===== src/ile_pkg.sv =====
// Shared constants and types of the indexed list engine.
package ile_pkg;

	localparam int unsigned CAPACITY_DEF     = 64;
	localparam int unsigned HANDLE_WIDTH_DEF = 32;

	typedef enum logic [2:0] {
		OP_APPEND  = 3'd0,
		OP_INSERT  = 3'd1,
		OP_REPLACE = 3'd2,
		OP_READ    = 3'd3,
		OP_REMOVE  = 3'd4,
		OP_FIND    = 3'd5,
		OP_CLEAR   = 3'd6
	} op_t;

	typedef enum logic [2:0] {
		ST_OK        = 3'd0,
		ST_ZERO      = 3'd1,
		ST_BAD_INDEX = 3'd2,
		ST_FULL      = 3'd3,
		ST_NOT_FOUND = 3'd4
	} status_t;

	typedef enum logic [5:0] {
		S_IDLE     = 6'b000001,
		S_FETCH    = 6'b000010,
		S_SHIFT_UP = 6'b000100,
		S_PLACE    = 6'b001000,
		S_SHIFT_DN = 6'b010000,
		S_SCAN     = 6'b100000
	} state_t;

endpackage


===== src/ile_ram.sv =====
// Entry store: one write port and one registered read port.
module ile_ram #(
	parameter int unsigned DEPTH = ile_pkg::CAPACITY_DEF,
	parameter int unsigned WIDTH = ile_pkg::HANDLE_WIDTH_DEF,
	parameter int unsigned AW    = $clog2(DEPTH)
) (
	input  logic             clk,
	input  logic             we,
	input  logic [AW-1:0]    waddr,
	input  logic [WIDTH-1:0] wdata,
	input  logic             re,
	input  logic [AW-1:0]    raddr,
	output logic [WIDTH-1:0] rdata
);

	logic [WIDTH-1:0] mem [DEPTH];
	logic [WIDTH-1:0] rdata_q;

	always_ff @(posedge clk) begin
		if (we) begin
			mem[waddr] <= wdata;
		end
	end

	always_ff @(posedge clk) begin
		if (re) begin
			rdata_q <= mem[raddr];
		end
	end

	assign rdata = rdata_q;

endmodule


===== src/indexed_list_engine.sv =====
// Top level of the indexed list engine: request sequencer around the entry store.
//
// A request beat (op, position, handle) is taken at a rising edge where start is
// high and busy is low. Exactly one result beat follows, shown for one cycle with
// done high, carrying status, handle_out, found_position, entry_count and
// is_empty. The receiver cannot stall; it must take each result as it appears.
// Path from the accepting edge to the result beat, per operation:
//   append, replace, clear, unknown op and every rejected request: result in the
//     next cycle, and busy stays low, so a new request may follow at once.
//   read: through S_FETCH, which takes the registered store output.
//   insert: S_SHIFT_UP, then S_PLACE; written at once when position equals count.
//   remove: S_SHIFT_DN moves the entries above position down.
//   find: S_SCAN compares up to count entries, ending early at the first match.
// The long operations are bound by the store's single read port, which moves or
// compares one entry per cycle; the store holds up to CAPACITY entries.
// Reset clears the count and the sequencer. The store itself is not cleared;
// only entries below the count are ever read, and those were written first.
module indexed_list_engine #(
	parameter int unsigned CAPACITY     = ile_pkg::CAPACITY_DEF,
	parameter int unsigned HANDLE_WIDTH = ile_pkg::HANDLE_WIDTH_DEF
) (
	input  logic        clk,
	input  logic        arst_n,
	input  logic        start,
	output logic        busy,
	input  logic [2:0]  op,
	input  logic [6:0]  position,
	input  logic [31:0] handle,
	output logic        done,
	output logic [2:0]  status,
	output logic [31:0] handle_out,
	output logic [5:0]  found_position,
	output logic [6:0]  entry_count,
	output logic        is_empty
);

	localparam int unsigned AW = (CAPACITY > 1) ? $clog2(CAPACITY) : 1;
	localparam int unsigned CW = $clog2(CAPACITY + 1);
	localparam int unsigned XW = (CW > 7) ? CW : 7;
	localparam int unsigned HW = HANDLE_WIDTH;

	ile_pkg::state_t  state_q, state_d;
	logic [CW-1:0]    count_q, count_d;
	logic [AW-1:0]    pos_q, pos_d;
	logic [HW-1:0]    hdl_q, hdl_d;
	logic [AW-1:0]    ptr_q, ptr_d;
	logic             done_q, done_d;
	ile_pkg::status_t status_q, status_d;
	logic [31:0]      hout_q, hout_d;
	logic [5:0]       fpos_q, fpos_d;

	logic             mem_we;
	logic [AW-1:0]    mem_waddr;
	logic [HW-1:0]    mem_wdata;
	logic             mem_re;
	logic [AW-1:0]    mem_raddr;
	logic [HW-1:0]    mem_rdata;

	logic             accept;
	ile_pkg::op_t     op_e;
	logic [XW-1:0]    pos_x;
	logic [XW-1:0]    cnt_x;
	logic [AW-1:0]    pos_a;
	logic [HW-1:0]    hdl_x;
	logic             full;
	logic             uses_handle;
	logic [AW-1:0]    last_ptr;

	ile_ram #(
		.DEPTH(CAPACITY),
		.WIDTH(HW),
		.AW   (AW)
	) u_ram (
		.clk  (clk),
		.we   (mem_we),
		.waddr(mem_waddr),
		.wdata(mem_wdata),
		.re   (mem_re),
		.raddr(mem_raddr),
		.rdata(mem_rdata)
	);

	assign busy   = (state_q != ile_pkg::S_IDLE);
	assign accept = start && !busy;
	assign op_e   = ile_pkg::op_t'(op);
	assign pos_x  = XW'(position);
	assign cnt_x  = XW'(count_q);
	assign pos_a  = pos_x[AW-1:0];
	assign hdl_x  = HW'(handle);
	assign full   = (count_q == CW'(CAPACITY));
	assign last_ptr = AW'(count_q - CW'(1));
	assign uses_handle = (op_e == ile_pkg::OP_APPEND) || (op_e == ile_pkg::OP_INSERT) ||
		(op_e == ile_pkg::OP_REPLACE) || (op_e == ile_pkg::OP_FIND);

	always_comb begin
		state_d   = state_q;
		count_d   = count_q;
		pos_d     = pos_q;
		hdl_d     = hdl_q;
		ptr_d     = ptr_q;
		done_d    = 1'b0;
		status_d  = status_q;
		hout_d    = hout_q;
		fpos_d    = fpos_q;
		mem_we    = 1'b0;
		mem_waddr = '0;
		mem_wdata = '0;
		mem_re    = 1'b0;
		mem_raddr = '0;
		case (state_q)
			ile_pkg::S_IDLE: begin
				if (accept) begin
					pos_d    = pos_a;
					hdl_d    = hdl_x;
					hout_d   = '0;
					fpos_d   = '0;
					status_d = ile_pkg::ST_OK;
					if (uses_handle && (hdl_x == '0)) begin
						status_d = ile_pkg::ST_ZERO;
						done_d   = 1'b1;
					end else begin
						case (op_e)
							ile_pkg::OP_APPEND: begin
								done_d = 1'b1;
								if (full) begin
									status_d = ile_pkg::ST_FULL;
								end else begin
									mem_we    = 1'b1;
									mem_waddr = AW'(count_q);
									mem_wdata = hdl_x;
									count_d   = count_q + CW'(1);
								end
							end
							ile_pkg::OP_INSERT: begin
								if (pos_x > cnt_x) begin
									status_d = ile_pkg::ST_BAD_INDEX;
									done_d   = 1'b1;
								end else if (full) begin
									status_d = ile_pkg::ST_FULL;
									done_d   = 1'b1;
								end else if (pos_x == cnt_x) begin
									mem_we    = 1'b1;
									mem_waddr = pos_a;
									mem_wdata = hdl_x;
									count_d   = count_q + CW'(1);
									done_d    = 1'b1;
								end else begin
									mem_re    = 1'b1;
									mem_raddr = last_ptr;
									ptr_d     = last_ptr;
									state_d   = ile_pkg::S_SHIFT_UP;
								end
							end
							ile_pkg::OP_REPLACE: begin
								done_d = 1'b1;
								if (pos_x >= cnt_x) begin
									status_d = ile_pkg::ST_BAD_INDEX;
								end else begin
									mem_we    = 1'b1;
									mem_waddr = pos_a;
									mem_wdata = hdl_x;
								end
							end
							ile_pkg::OP_READ: begin
								if (pos_x >= cnt_x) begin
									status_d = ile_pkg::ST_BAD_INDEX;
									done_d   = 1'b1;
								end else begin
									mem_re    = 1'b1;
									mem_raddr = pos_a;
									state_d   = ile_pkg::S_FETCH;
								end
							end
							ile_pkg::OP_REMOVE: begin
								if (pos_x >= cnt_x) begin
									status_d = ile_pkg::ST_BAD_INDEX;
									done_d   = 1'b1;
								end else begin
									mem_re    = 1'b1;
									mem_raddr = pos_a;
									ptr_d     = pos_a;
									state_d   = ile_pkg::S_SHIFT_DN;
								end
							end
							ile_pkg::OP_FIND: begin
								if (count_q == '0) begin
									status_d = ile_pkg::ST_NOT_FOUND;
									done_d   = 1'b1;
								end else begin
									mem_re    = 1'b1;
									mem_raddr = '0;
									ptr_d     = '0;
									state_d   = ile_pkg::S_SCAN;
								end
							end
							ile_pkg::OP_CLEAR: begin
								count_d = '0;
								done_d  = 1'b1;
							end
							default: begin
								done_d = 1'b1;
							end
						endcase
					end
				end
			end
			ile_pkg::S_FETCH: begin
				hout_d  = 32'(mem_rdata);
				done_d  = 1'b1;
				state_d = ile_pkg::S_IDLE;
			end
			ile_pkg::S_SHIFT_UP: begin
				mem_we    = 1'b1;
				mem_waddr = ptr_q + AW'(1);
				mem_wdata = mem_rdata;
				if (ptr_q == pos_q) begin
					state_d = ile_pkg::S_PLACE;
				end else begin
					mem_re    = 1'b1;
					mem_raddr = ptr_q - AW'(1);
					ptr_d     = ptr_q - AW'(1);
				end
			end
			ile_pkg::S_PLACE: begin
				mem_we    = 1'b1;
				mem_waddr = pos_q;
				mem_wdata = hdl_q;
				count_d   = count_q + CW'(1);
				done_d    = 1'b1;
				state_d   = ile_pkg::S_IDLE;
			end
			ile_pkg::S_SHIFT_DN: begin
				if (ptr_q == pos_q) begin
					hout_d = 32'(mem_rdata);
				end else begin
					mem_we    = 1'b1;
					mem_waddr = ptr_q - AW'(1);
					mem_wdata = mem_rdata;
				end
				if (ptr_q == last_ptr) begin
					count_d = count_q - CW'(1);
					done_d  = 1'b1;
					state_d = ile_pkg::S_IDLE;
				end else begin
					mem_re    = 1'b1;
					mem_raddr = ptr_q + AW'(1);
					ptr_d     = ptr_q + AW'(1);
				end
			end
			ile_pkg::S_SCAN: begin
				if (mem_rdata == hdl_q) begin
					fpos_d  = 6'(ptr_q);
					done_d  = 1'b1;
					state_d = ile_pkg::S_IDLE;
				end else if (ptr_q == last_ptr) begin
					status_d = ile_pkg::ST_NOT_FOUND;
					done_d   = 1'b1;
					state_d  = ile_pkg::S_IDLE;
				end else begin
					mem_re    = 1'b1;
					mem_raddr = ptr_q + AW'(1);
					ptr_d     = ptr_q + AW'(1);
				end
			end
			default: begin
				state_d = ile_pkg::S_IDLE;
			end
		endcase
	end

	always_ff @(posedge clk or negedge arst_n) begin
		if (!arst_n) begin
			state_q <= ile_pkg::S_IDLE;
			count_q <= '0;
			done_q  <= 1'b0;
		end else begin
			state_q <= state_d;
			count_q <= count_d;
			done_q  <= done_d;
		end
	end

	always_ff @(posedge clk) begin
		pos_q    <= pos_d;
		hdl_q    <= hdl_d;
		ptr_q    <= ptr_d;
		status_q <= status_d;
		hout_q   <= hout_d;
		fpos_q   <= fpos_d;
	end

	assign done           = done_q;
	assign status         = status_q;
	assign handle_out     = hout_q;
	assign found_position = fpos_q;
	assign entry_count    = 7'(count_q);
	assign is_empty       = (count_q == '0);

endmodule


===== config.mk =====
export PLATFORM = sky130hd
export DESIGN_NAME = indexed_list_engine
export DESIGN_NICKNAME = d
export VERILOG_FILES = /design/src/ile_pkg.sv /design/src/ile_ram.sv /design/src/indexed_list_engine.sv
export SDC_FILE = /design/constraint.sdc
export NUM_CORES = 2
export LEC_CHECK = 0
export ABC_AREA = 1
export ABC_CLOCK_PERIOD_IN_PS = 5200
export BUFFER_PORTS_ARGS = -buffer_cell sky130_fd_sc_hd__buf_2
export CORE_MARGIN = 4
export CORE_UTILIZATION = 52
export DETAILED_ROUTE_END_ITERATION = 6
export PLACE_DENSITY_LB_ADDON = 0.2
export SETUP_SLACK_MARGIN = 0.1
export SYNTH_ARGS = -nofsm -noshare
export SYNTH_HDL_FRONTEND = slang
export SYNTH_HIERARCHICAL = 1
export SYNTH_SLANG_ARGS = --single-unit

===== constraint.sdc =====
create_clock -name clk -period 5.2 [get_ports clk]
set_input_delay 0.26 -clock clk [delete_from_list [all_inputs] [get_ports clk]]
set_output_delay 0.26 -clock clk [all_outputs]
set_load 0.01 [all_outputs]

==> impl_results.md <==
* Switching Share at 0.332
* Syn avg cell area at 11.8 um2
* Post-Synth Adder-Cell Area at 0.00153
* Port Buffers at 95
* Worst R2R Start: entry_count[6]$_DFFE_PN0P_
* GP Congestion at 0.952
* Reg power frac at 0.440
* Post-Synth Simple-Gate Area at 0.227
* Max-cap violations at 0
* Fin nets at 7827
* CTS tree: yes
* Final HPWL DP at 152000 um
* Final min period at 4.86 ns
* Die H at 424 um
* Number of global-route vias before repair at 58100
* RSZ-0062 raised after global routing: no
* Leading cell type in the layout, fill and taps excluded: nand2_1
* Synthesized instance count at 7599
* Clock sinks at 2179
* Synth unique cells at 49
* Clk_lat worst skew at 0.87 ns
* Cell Area, Synth at 89800 um2
* Setup-failing EPs final at 0
* Final setup TNS at 0 ns
* Initial antenna violation count at 7
* Startpoint types: register
* Reg2Reg Depth at 20
* ANT nets after route at 0
* Total number of vias at between 60000 and 70000
* WL final at 270000 um
* Hold_sp: op[2]
* Largest net degree at the start of global routing at 99
* Worst Path Required at 5.81 ns
* Hold Crit Class: in2reg
* Top Ports at 96
* Fin util at 0.591
* First-pass GRT wire length at slightly below 400000 um
* Clock slew at reported path FFs at ~0.06 ns
* Final setup skew at approximately 0.055 ns
* Yosys reg bits at 2179
* Hold Path Depth at 4
* Worst-Margin Slew at ~1.2 ns
* PD cells at 472 nW/um2
* Register area share after synthesis at 0.728
* P_int at 32100 uW
* Max Root-Sink Buffers at 3
* Leak Pwr at 0.0364 uW
* DRC at 0
* Status: finished, final reports clean
* Total gr overflow at 0
* Die width at 424 um
* Mux contribution to synthesized area at 0
* Combinational share of power at 0.255
* Fin crit share at 0.935
* Final-report hold violation count at 0
* CTS Root Buffer Type: clkbuf_16
* NetSw at roughly 16000 uW
* Vias per inst at ~6
* Commonest cells after routing, fill and taps aside: nand2_1 (2408), edfxtp_1 (2165), nand3_1 (1977)
* Worst path arrival time at 5.47 ns
* Maximum VDD drop at 0.336 mV
* DIE AREA at 179000 um2
* Slew Limit Fails at 0
* Drt initial violations at 8527
* GRT Overall Usage at 0.296
* CP Capture Type: register
* Main combinational cell family by area after synthesis: simple AND/OR/NAND/NOR gates
* Reg-to-reg critical path endpoint: u_ram/rdata[21]$_DFFE_PP_
* Hold Path Sink: status[0]$_SDFFCE_PP0P_
* Max Clock Freq at 0.206 GHz
* Area growth syn-to-layout at 13.1%
* Clk pwr share at 0.305
* Starting Density at 0.523
* Layout cells sized above 1 at 0.105
* Relative slew slack at 0.212
* Row count at approximately 150
* Routed wire length per instance at 26.3 um
* Core Region at about 170000 um2
* Num CTS Buffers at 215
* Syn nets at about 7700
* YS warnings at 6
* Post-synthesis xor/xnor area fraction at 0.00449
* DRT Pass-1 Iters at 6
* Complex-gate fraction of the synthesized area at 0.00745
* CP Class: reg2reg
* CTS H-Tree Depth at 4
* Max FO, Critical Path at 83
* # fillers at between 10000 and 15000
* FF-to-FF setup slack at 0.34 ns
==> critical path, cell delays in order (launching register included) <==
cell and delay (ns):
dfrtp_1 0.43, inv_1 0.24, ha_1 0.31, nand2_1 0.09, nor2_1 0.07, nand2_1 0.17, inv_2 0.10, nor2_4 0.20
nand2_1 0.15, o21ai_1 0.25, a21oi_1 0.15, nand2_4 0.20, buf_12 0.32, buf_4 0.41, nand3_1 0.13, nand3_1 0.10
nand2_1 0.05, nand2_1 0.08, nand3_1 0.45, nand3_1 0.35, nand2_1 0.11
==> sequential cells by signal, summed over array words and instances, names as in the netlist, 3 cells and up <==
name and flops:
u_ram/rdata 32, ptr_q 6, u_ram/mem 2048, entry_count 7
hdl_q 32, handle_out 32, found_position 6, status 3
pos_q 6, state_q 6
==> cell usage after synthesis (all sizes together) <==
library cell | n | share of area
ha | 11 | 0.0015
xor2 | 17 | 0.0017
o211ai | 6 | 0.00065
and3 | 1 | 0.000070
nor3 | 20 | 0.0011
o22ai | 4 | 0.00028
a22oi | 35 | 0.0029
a21o | 2 | 0.00017
a31o | 1 | 0.000098
nand4 | 15 | 0.0011
nand3 | 1987 | 0.11
inv | 117 | 0.0049
xnor2 | 29 | 0.0028
nand3b | 5 | 0.00042
o31ai | 1 | 0.000084
a22o | 1 | 0.000098
nor2 | 181 | 0.0088
or2 | 6 | 0.00042
dfrtp | 13 | 0.0036
clkbuf | 85 | 0.0036
a211oi | 1 | 0.000084
a31oi | 2 | 0.00014
a21oi | 21 | 0.0013
o221ai | 1 | 0.000098
o21ai | 25 | 0.0014
a221oi | 1 | 0.000098
buf | 387 | 0.024
nand2 | 2458 | 0.10
dfstp | 1 | 0.00029
edfxtp | 2165 | 0.72
==> layer usage <==
layer,vias to the layer above,GRT usage,part of all wire
li1,27300,-,-
met1,30100,0.415,0.39
met2,3516,0.462,0.46
met3,570,0.0556,0.11
met4,4,0.115,0.041
met5,-,0,0.00012
==> through the flow <==
stage	total power, uW	worst slack (ns)	hold slack (ns)	cells	cell area [um2]
floorplan	28600	0.409	-0.0356	7599	89800
global placement	33300	0.0308	0.184	9820	94600
detailed placement	33400	0.196	0.178	9820	94600
CTS	47900	0.174	0.00303	10300	102000
global route	49800	0.186	0.0579	10300	102000
finish	48000	0.336	0.0530	10300	102000
==> power by group through the flow <==
stage,Sequential [uW],Combinational [uW],Clock [uW]
finish,21100,12200,14600
global route,21100,13100,15600
CTS,21100,12000,14800
detailed placement,21400,12000,0
global placement,21400,11900,0
floorplan,21400,7230,0
==> layout make-up <==
class / instances / area [um2] / area share
tap: 2310 / 2890 / 0.0285
timing repair buffer: 427 / 4070 / 0.0401
inverter: 117 / 475 / 0.00468
antenna: 2 / 5.00 / 0.0000493
multi-input combinational: 4831 / 22200 / 0.219
clock inverter: 128 / 953 / 0.00939
sequential: 2179 / 65400 / 0.644
clock buffer: 264 / 5590 / 0.0550
==> what timing repair did <==
action	in CTS	in global routing
gates resized for setup	0	3
hold endpoints to repair	82	0
buffers inserted	0	0
setup endpoints to repair	0	4
hold buffers	45	0
==> kinds of logic (layout without fill, tap and decap cells) <==
group,count (synthesis),in the layout
flops,2179,2179
buf+inv,589,936
fa+ha+maj,11,11
xor+xnor,46,46
other cells,0,2
simple gates,4673,4673
compound gates,101,101
==> how the worst max path moves through the flow <==
stage                                      end  cells past startpoint                       start  slack (ns)
finish               u_ram/rdata[21]$_DFFE_PP_                     20  entry_count[6]$_DFFE_PN0P_        0.34
global route         u_ram/rdata[17]$_DFFE_PP_                     23  entry_count[6]$_DFFE_PN0P_        0.19
CTS                  u_ram/rdata[28]$_DFFE_PP_                     22  entry_count[6]$_DFFE_PN0P_        0.17
detailed placement   u_ram/rdata[28]$_DFFE_PP_                     22  entry_count[6]$_DFFE_PN0P_        0.20
global placement     u_ram/rdata[28]$_DFFE_PP_                     22  entry_count[6]$_DFFE_PN0P_        0.03
floorplan           u_ram/mem[11][0]$_DFFE_PP_                     13      state_q[3]$_DFFE_PN0P_        0.41
(Power assumes the default switching activity.)
